### src/hw/rtl/pip_pkg.sv
// types shared by the even-odd point-in-polygon datapath
// no dependencies; imported by pip_edge_mul, pip_parity and the top level
`timescale 1ns / 1ps

package pip_pkg;

    // how one edge acts on the crossing parity
    typedef enum logic [2:0] {
        CLS_SKIP  = 3'b001,
        CLS_CROSS = 3'b010,
        CLS_SLOPE = 3'b100
    } edge_cls_t;

    // per-edge control carried alongside the products
    typedef struct packed {
        edge_cls_t cls;
        logic      dy_neg;
        logic      first;
        logic      last;
    } edge_ctrl_t;

endpackage

### src/hw/rtl/pip_edge_mul.sv
// edge classification and cross products, one registered stage
// depends on pip_pkg for edge_cls_t and edge_ctrl_t
`timescale 1ns / 1ps

module pip_edge_mul #(
    parameter int COORD_BITS = 24
) (
    input  logic                             aclk,
    input  logic                             load,
    input  logic signed [COORD_BITS-1:0]     point_x,
    input  logic signed [COORD_BITS-1:0]     point_y,
    input  logic signed [COORD_BITS-1:0]     org_x,
    input  logic signed [COORD_BITS-1:0]     org_y,
    input  logic signed [COORD_BITS-1:0]     dest_x,
    input  logic signed [COORD_BITS-1:0]     dest_y,
    input  logic                             first_edge,
    input  logic                             last_edge,
    output logic signed [2*COORD_BITS+1:0]   lhs_reg,
    output logic signed [2*COORD_BITS+1:0]   rhs_reg,
    output pip_pkg::edge_ctrl_t              ctrl_reg
);
    import pip_pkg::*;

    localparam int DW = COORD_BITS + 1;
    localparam int PW = 2 * DW;

    logic signed [DW-1:0] dx, dy, rx, ry;
    logic signed [PW-1:0] lhs_next, rhs_next;
    logic                 oy_above, ey_above;
    edge_ctrl_t           ctrl_next;

    // differences widened by one bit so they never wrap
    assign dx = {dest_x[COORD_BITS-1], dest_x} - {org_x[COORD_BITS-1], org_x};
    assign dy = {dest_y[COORD_BITS-1], dest_y} - {org_y[COORD_BITS-1], org_y};
    assign rx = {point_x[COORD_BITS-1], point_x} - {dest_x[COORD_BITS-1], dest_x};
    assign ry = {point_y[COORD_BITS-1], point_y} - {dest_y[COORD_BITS-1], dest_y};

    // (px - ex) * dy against (py - ey) * dx; the sense of this test follows the sign
    // of dy, so pip_parity flips the comparison when dy_neg is set
    assign lhs_next = rx * dy;
    assign rhs_next = ry * dx;

    assign oy_above = org_y > point_y;
    assign ey_above = dest_y > point_y;

    always_comb begin
        ctrl_next.dy_neg = dy[DW-1];
        ctrl_next.first  = first_edge;
        ctrl_next.last   = last_edge;
        if (oy_above == ey_above) begin
            ctrl_next.cls = CLS_SKIP;
        end else if ((org_x > point_x) && (dest_x > point_x)) begin
            ctrl_next.cls = CLS_SKIP;
        end else if ((org_x <= point_x) && (dest_x <= point_x)) begin
            ctrl_next.cls = CLS_CROSS;
        end else begin
            ctrl_next.cls = CLS_SLOPE;
        end
    end

    always_ff @(posedge aclk) begin
        if (load) begin
            lhs_reg  <= lhs_next;
            rhs_reg  <= rhs_next;
            ctrl_reg <= ctrl_next;
        end
    end

endmodule

### src/hw/rtl/pip_parity.sv
// product compare, crossing parity and result register
// depends on pip_pkg for edge_cls_t and edge_ctrl_t
`timescale 1ns / 1ps

module pip_parity #(
    parameter int COORD_BITS = 24
) (
    input  logic                             aclk,
    input  logic                             aresetn,
    input  logic                             retire,
    input  logic signed [2*COORD_BITS+1:0]   lhs,
    input  logic signed [2*COORD_BITS+1:0]   rhs,
    input  pip_pkg::edge_ctrl_t              ctrl,
    input  logic                             m_ready,
    output logic                             m_valid,
    output logic                             m_inside_res
);
    import pip_pkg::*;

    logic parity_reg, parity_next;
    logic valid_reg, valid_next;
    logic res_reg, res_next;
    logic toggle;

    always_comb begin
        case (ctrl.cls)
            CLS_SKIP:  toggle = 1'b0;
            CLS_CROSS: toggle = 1'b1;
            CLS_SLOPE: toggle = ctrl.dy_neg ? (lhs < rhs) : (lhs > rhs);
            default:   toggle = 1'b0;
        endcase
    end

    always_comb begin
        parity_next = parity_reg;
        valid_next  = valid_reg && !m_ready;
        res_next    = res_reg;
        if (retire) begin
            parity_next = (ctrl.first ? 1'b0 : parity_reg) ^ toggle;
            if (ctrl.last) begin
                valid_next = 1'b1;
                res_next   = parity_next;
            end
        end
    end

    always_ff @(posedge aclk) begin
        if (!aresetn) begin
            parity_reg <= 1'b0;
            valid_reg  <= 1'b0;
        end else begin
            parity_reg <= parity_next;
            valid_reg  <= valid_next;
        end
    end

    always_ff @(posedge aclk) begin
        res_reg <= res_next;
    end

    assign m_valid      = valid_reg;
    assign m_inside_res = res_reg;

endmodule

### src/hw/rtl/point_in_polygon_even_odd_top.sv
// top level of the even-odd point-in-polygon tester
// depends on pip_pkg, pip_edge_mul and pip_parity
`timescale 1ns / 1ps

// channel  direction  signals                                   beat
// s_       in         s_valid s_ready, point/org/dest x y, flags one polygon edge
// m_       out        m_valid m_ready, m_inside_res             one inside flag per query
//
// three register levels: input register, product register, result register
// one edge per cycle unless a last edge is held; a retiring last edge sets m_valid
// the two cross products in pip_edge_mul set the cycle time
// reset clears the valid bits and the crossing parity; payload registers are not reset
// a waiting result only stalls edges flagged last; other edges keep flowing unless queued behind one

module point_in_polygon_even_odd_top #(
    parameter int COORD_BITS = 24
) (
    input  logic                          aclk,
    input  logic                          aresetn,
    input  logic                          s_valid,
    output logic                          s_ready,
    input  logic signed [COORD_BITS-1:0]  s_point_x,
    input  logic signed [COORD_BITS-1:0]  s_point_y,
    input  logic signed [COORD_BITS-1:0]  s_org_x,
    input  logic signed [COORD_BITS-1:0]  s_org_y,
    input  logic signed [COORD_BITS-1:0]  s_dest_x,
    input  logic signed [COORD_BITS-1:0]  s_dest_y,
    input  logic                          s_first_edge,
    input  logic                          s_last_edge,
    output logic                          m_valid,
    input  logic                          m_ready,
    output logic                          m_inside_res
);
    import pip_pkg::*;

    // input register
    logic signed [COORD_BITS-1:0] px_reg, py_reg, ox_reg, oy_reg, ex_reg, ey_reg;
    logic                         first_reg, last_reg;
    logic                         v0_reg, v0_next;

    // product stage
    logic signed [2*COORD_BITS+1:0] lhs_reg, rhs_reg;
    edge_ctrl_t                     ctrl_reg;
    logic                           v1_reg, v1_next;

    logic in_take, move0, move1, out_free;

    // an edge leaves the product stage unless it is a last edge and the
    // result slot is still occupied
    assign out_free = !m_valid || m_ready;
    assign move1    = v1_reg && (!ctrl_reg.last || out_free);
    assign move0    = v0_reg && (!v1_reg || move1);
    assign s_ready  = !v0_reg || move0;
    assign in_take  = s_valid && s_ready;

    always_comb begin
        v0_next = v0_reg;
        if (in_take) begin
            v0_next = 1'b1;
        end else if (move0) begin
            v0_next = 1'b0;
        end
        v1_next = v1_reg;
        if (move0) begin
            v1_next = 1'b1;
        end else if (move1) begin
            v1_next = 1'b0;
        end
    end

    always_ff @(posedge aclk) begin
        if (!aresetn) begin
            v0_reg <= 1'b0;
            v1_reg <= 1'b0;
        end else begin
            v0_reg <= v0_next;
            v1_reg <= v1_next;
        end
    end

    // capture the beat
    always_ff @(posedge aclk) begin
        if (in_take) begin
            px_reg    <= s_point_x;
            py_reg    <= s_point_y;
            ox_reg    <= s_org_x;
            oy_reg    <= s_org_y;
            ex_reg    <= s_dest_x;
            ey_reg    <= s_dest_y;
            first_reg <= s_first_edge;
            last_reg  <= s_last_edge;
        end
    end

    // classification and cross products
    pip_edge_mul #(
        .COORD_BITS (COORD_BITS)
    ) u_edge_mul (
        .aclk       (aclk),
        .load       (move0),
        .point_x    (px_reg),
        .point_y    (py_reg),
        .org_x      (ox_reg),
        .org_y      (oy_reg),
        .dest_x     (ex_reg),
        .dest_y     (ey_reg),
        .first_edge (first_reg),
        .last_edge  (last_reg),
        .lhs_reg    (lhs_reg),
        .rhs_reg    (rhs_reg),
        .ctrl_reg   (ctrl_reg)
    );

    // compare, parity update and result register
    pip_parity #(
        .COORD_BITS (COORD_BITS)
    ) u_parity (
        .aclk         (aclk),
        .aresetn      (aresetn),
        .retire       (move1),
        .lhs          (lhs_reg),
        .rhs          (rhs_reg),
        .ctrl         (ctrl_reg),
        .m_ready      (m_ready),
        .m_valid      (m_valid),
        .m_inside_res (m_inside_res)
    );

endmodule
### config.mk
export PLATFORM = sky130hd
export DESIGN_NAME = point_in_polygon_even_odd_top
export DESIGN_NICKNAME = d
export VERILOG_FILES = /design/src/hw/rtl/pip_pkg.sv /design/src/hw/rtl/pip_edge_mul.sv /design/src/hw/rtl/pip_parity.sv /design/src/hw/rtl/point_in_polygon_even_odd_top.sv
export SDC_FILE = /design/constraint.sdc
export NUM_CORES = 2
export LEC_CHECK = 0
export BUFFER_PORTS_ARGS = -buffer_cell sky130_fd_sc_hd__buf_2
export CORE_ASPECT_RATIO = 1.1
export CORE_MARGIN = 2
export CORE_UTILIZATION = 28
export DETAILED_ROUTE_END_ITERATION = 8
export GPL_TIMING_DRIVEN = 0
export PLACE_DENSITY_LB_ADDON = 0.25
export SYNTH_ARGS = -nofsm -noshare
export SYNTH_HDL_FRONTEND = slang
export SYNTH_HIERARCHICAL = 1
export SYNTH_SLANG_ARGS = --single-unit
### constraint.sdc
create_clock -name aclk -period 37.7 [get_ports aclk]
set_input_delay 5.655 -clock aclk [delete_from_list [all_inputs] [get_ports aclk]]
set_output_delay 5.655 -clock aclk [all_outputs]
set_load 0.02 [all_outputs]
==> flow_metrics.py <==
metrics = {
    "placed_design": {
        "place_area_um2": 64660,
        "dp_hpwl_um": 185400,
        "place_ws_ps": 25520,
        "gp_congestion": 0.9668,
        "portBuffers": 152,
        "dp.cells": 9150,
    },
    "layout": {
        "stdcell_area_um2": 65980,
        "num-nets-final": 8363,
        "final_cells": 9218,
        "syn_to_final_growth_pct": 10.81,
        "fill_cells": 22150,
        "drive_above_1_share": 0.05791,
        "final_cell_mix": "inv_1, fa_1, nand2_1",
        "final_common_cell": "inv_1",
    },
    "clocking": {
        "cts_resized": 0,
        "h-tree-depth": 2,
        "cts_setup_buffers": 0,
        "path_clk_slew_ps": 60,
        "tritoncts": "built",
        "cts-root-buf": "clkbuf_16",
        "cts_sinks": 257,
        "clk_path_buf_depth": 3,
        "cts_buffers": 36,
        "clock_latency_ps": 620,
        "cts_hold_repair.buffers": 0,
    },
    "critical_path": {
        "path_common_cell": "fa_1",
        "worst_path_max_delay_cell": "o31ai_2",
        "cp_max_fo": 10,
        "crit_path_start_kind": "flip-flop",
        "slowest_delay_ps": 1050,
        "r2r_cells": 33,
        "required_ps": 38110,
        "rr_startpoint": "ey_reg[0]$_DFFE_PP_",
        "path_class": "reg2reg",
        "crit_arrival_ps": 12590,
        "reg2reg_setup_slack_ps": 25510,
        "crit_path_end_kind": "flip-flop",
        "r2r_end": "u_edge_mul/lhs_reg[48]$_DFFE_PP_",
    },
    "timing": {
        "finalHoldViolations": 0,
        "slew_viol_final": 7,
        "setup_viol": 0,
        "fmax_ghz": 0.08205,
        "slew-limit-headroom": -0.02240,
        "rsz0062_at_grt": "no",
        "tightest_slew_ps": 1528,
        "period_needed_ps": 12190,
        "finClkSkew_ps": 33.59,
        "setup-tns-final_ps": 0,
        "timing.final.crit_share": 0.3233,
        "layout_setup_ws_ps": 25510,
    },
    "min_path": {
        "min_to": "u_edge_mul/ctrl_reg[0]$_DFFE_PP_",
        "hp-start": "last_reg$_DFFE_PP_",
        "min_path_cells": 0,
        "min-delay-path-class": "reg2reg",
    },
    "drt": {
        "wl_um": 212200,
        "avgViaCountPerCell": 4.695,
        "drc": 0,
        "postRouteAntennaNets": 0,
        "first_pass_iters": 6,
        "drt_iter0_drc": 2857,
        "num_vias": 43280,
        "wl_per_cell_um": 23.02,
    },
    "global_route": {
        "grt_antenna_before_repair": 6,
        "grt_remaining_overflow": 0,
        "grt_pass1_vias": 46560,
        "grt_pass1_wl_um": 314200,
        "grt_use_total": 0.1998,
        "grt_max_degree": 33,
    },
    "floorplanning": {
        "coreArea_um2": 211500,
        "io_pins": 153,
        "initial_core_util": 0.2815,
        "dieArea_um2": 216300,
        "die_h_um": 487.6,
        "rows": 177,
        "die_w_um": 443.7,
    },
    "synth": {
        "synth_flop_cell": "edfxtp_1",
        "synth_cell_types": 90,
        "synth-edff-count": 253,
        "syn_nets": 8138,
        "netlist_instances": 6190,
        "synth.top_cell.area_share": 0.4438,
        "synth_top_cell_by_area": "fa_1",
        "synth-seq-area-share": 0.1289,
        "synthArstFlopShare": 0,
        "synth_area_um2": 59540,
        "ys_warn_count": 6,
        "synth_area_leaders": "fa_1, edfxtp_1, ha_1, inv_1, nand2_1",
        "synth-seq-cells": 257,
        "synth_area_per_cell_um2": 9.618,
    },
    "flow_run": {
        "max_cap_violations": 3,
    },
    "outcome": {
        "status": "finished with violations",
        "violations": "capacitance limit, slew limit",
    },
}
[stage by stage]
step	hold slack [ps]	utilization
after floorplan	400.3	-
after global placement	406.3	0.3015
after detailed placement	419.3	0.3057
after CTS	424.8	0.3116
after global routing	443.3	0.3119
final	422.7	0.3119
[synth_stat cells (4+ instances only)]
cell type	count
a211oi_1	24
o21ai_1	12
o21ai_0	80
a21o_1	95
inv_1	1435
a311oi_1	5
nand2_1	811
nor3_1	28
and2_1	44
xnor2_1	165
nor2b_1	73
or2_2	16
nor2_1	500
o21a_1	29
o21bai_1	31
o211ai_1	12
nand3b_1	4
clkbuf_1	156
a21oi_1	166
nor4_1	6
o2111ai_1	5
fa_1	1320
o31ai_1	7
xor2_1	87
o31a_1	5
or3_1	13
o41ai_1	4
a31o_2	4
ha_1	478
nand2b_1	94
a31oi_1	20
and3_1	22
nor3b_1	4
buf_2	19
o221ai_1	4
nand3_1	45
nand4_1	24
a21boi_0	6
edfxtp_1	253
dfxtp_1	4
a21oi_2	7
[worst max-delay path by stage]
stage | cells past startpoint | slack, ps | to | startpoint
4_1_cts | 36 | 25470 | u_edge_mul/rhs_reg[49]$_DFFE_PP_ | ox_reg[2]$_DFFE_PP_
6_report | 33 | 25510 | u_edge_mul/lhs_reg[48]$_DFFE_PP_ | ey_reg[0]$_DFFE_PP_
3_3_place_gp | 3 | 12620 | py_reg[22]$_DFFE_PP_ | m_ready
2_1_floorplan | 2 | 20420 | ex_reg[0]$_DFFE_PP_ | m_ready
3_5_place_dp | 36 | 25520 | u_edge_mul/rhs_reg[49]$_DFFE_PP_ | ox_reg[2]$_DFFE_PP_
5_1_grt | 36 | 25050 | u_edge_mul/rhs_reg[49]$_DFFE_PP_ | ox_reg[2]$_DFFE_PP_
[per-layer routing]
| metal | GRT usage | wire length (um) | vias up |
|---|---|---|---|
| met4 | 0.1137 | 14950 | 2 |
| li1 | - | - | 19220 |
| met3 | 0.02795 | 11600 | 324 |
| met1 | 0.2545 | 87200 | 22410 |
| met5 | 0 | 13 | - |
| met2 | 0.3253 | 98470 | 1325 |
[critical path: cells and delay by family, from the launching register on]
| kind | cells | cell delay, ps |
|---|---|---|
| compound gates | 15 | 5310 |
| fa+ha+maj | 10 | 4640 |
| buf+inv | 4 | 840 |
| simple gates | 3 | 450 |
| flops | 1 | 400 |
| xor+xnor | 1 | 310 |
[cell families (layout without fill, tap and decap cells)]
group / count (synthesis) / count (layout) / share of synthesized area
adder cells (fa/ha/maj): 1798 / 1798 / 0.5443
XOR/XNOR: 253 / 253 / 0.03734
buffers and inverters: 1614 / 1865 / 0.1022
multiplexers: 4 / 4 / 0.0007355
other: 0 / 3 / 0
AND/OR/NAND/NOR: 1699 / 1699 / 0.1230
flip-flops: 257 / 257 / 0.1289
AO/OA/AOI/OAI: 565 / 565 / 0.06347
[cell type report]
class / count / area [um^2] / share of cell area
Multi-Input combinational cell: 4319 / 46160 / 0.6996
Tap cell: 2774 / 3471 / 0.05261
Antenna cell: 3 / 7.507 / 0.0001138
Clock inverter: 20 / 295.3 / 0.004476
Timing Repair Buffer: 187 / 1340 / 0.02031
Inverter: 1437 / 5394 / 0.08176
Clock buffer: 44 / 940.9 / 0.01426
Sequential cell: 257 / 7677 / 0.1164
Buffer: 177 / 693.2 / 0.01051
Power is left out: the tool's default activity adds up to more than one toggle a clock period on the data nets, which glitch-free logic cannot reach.
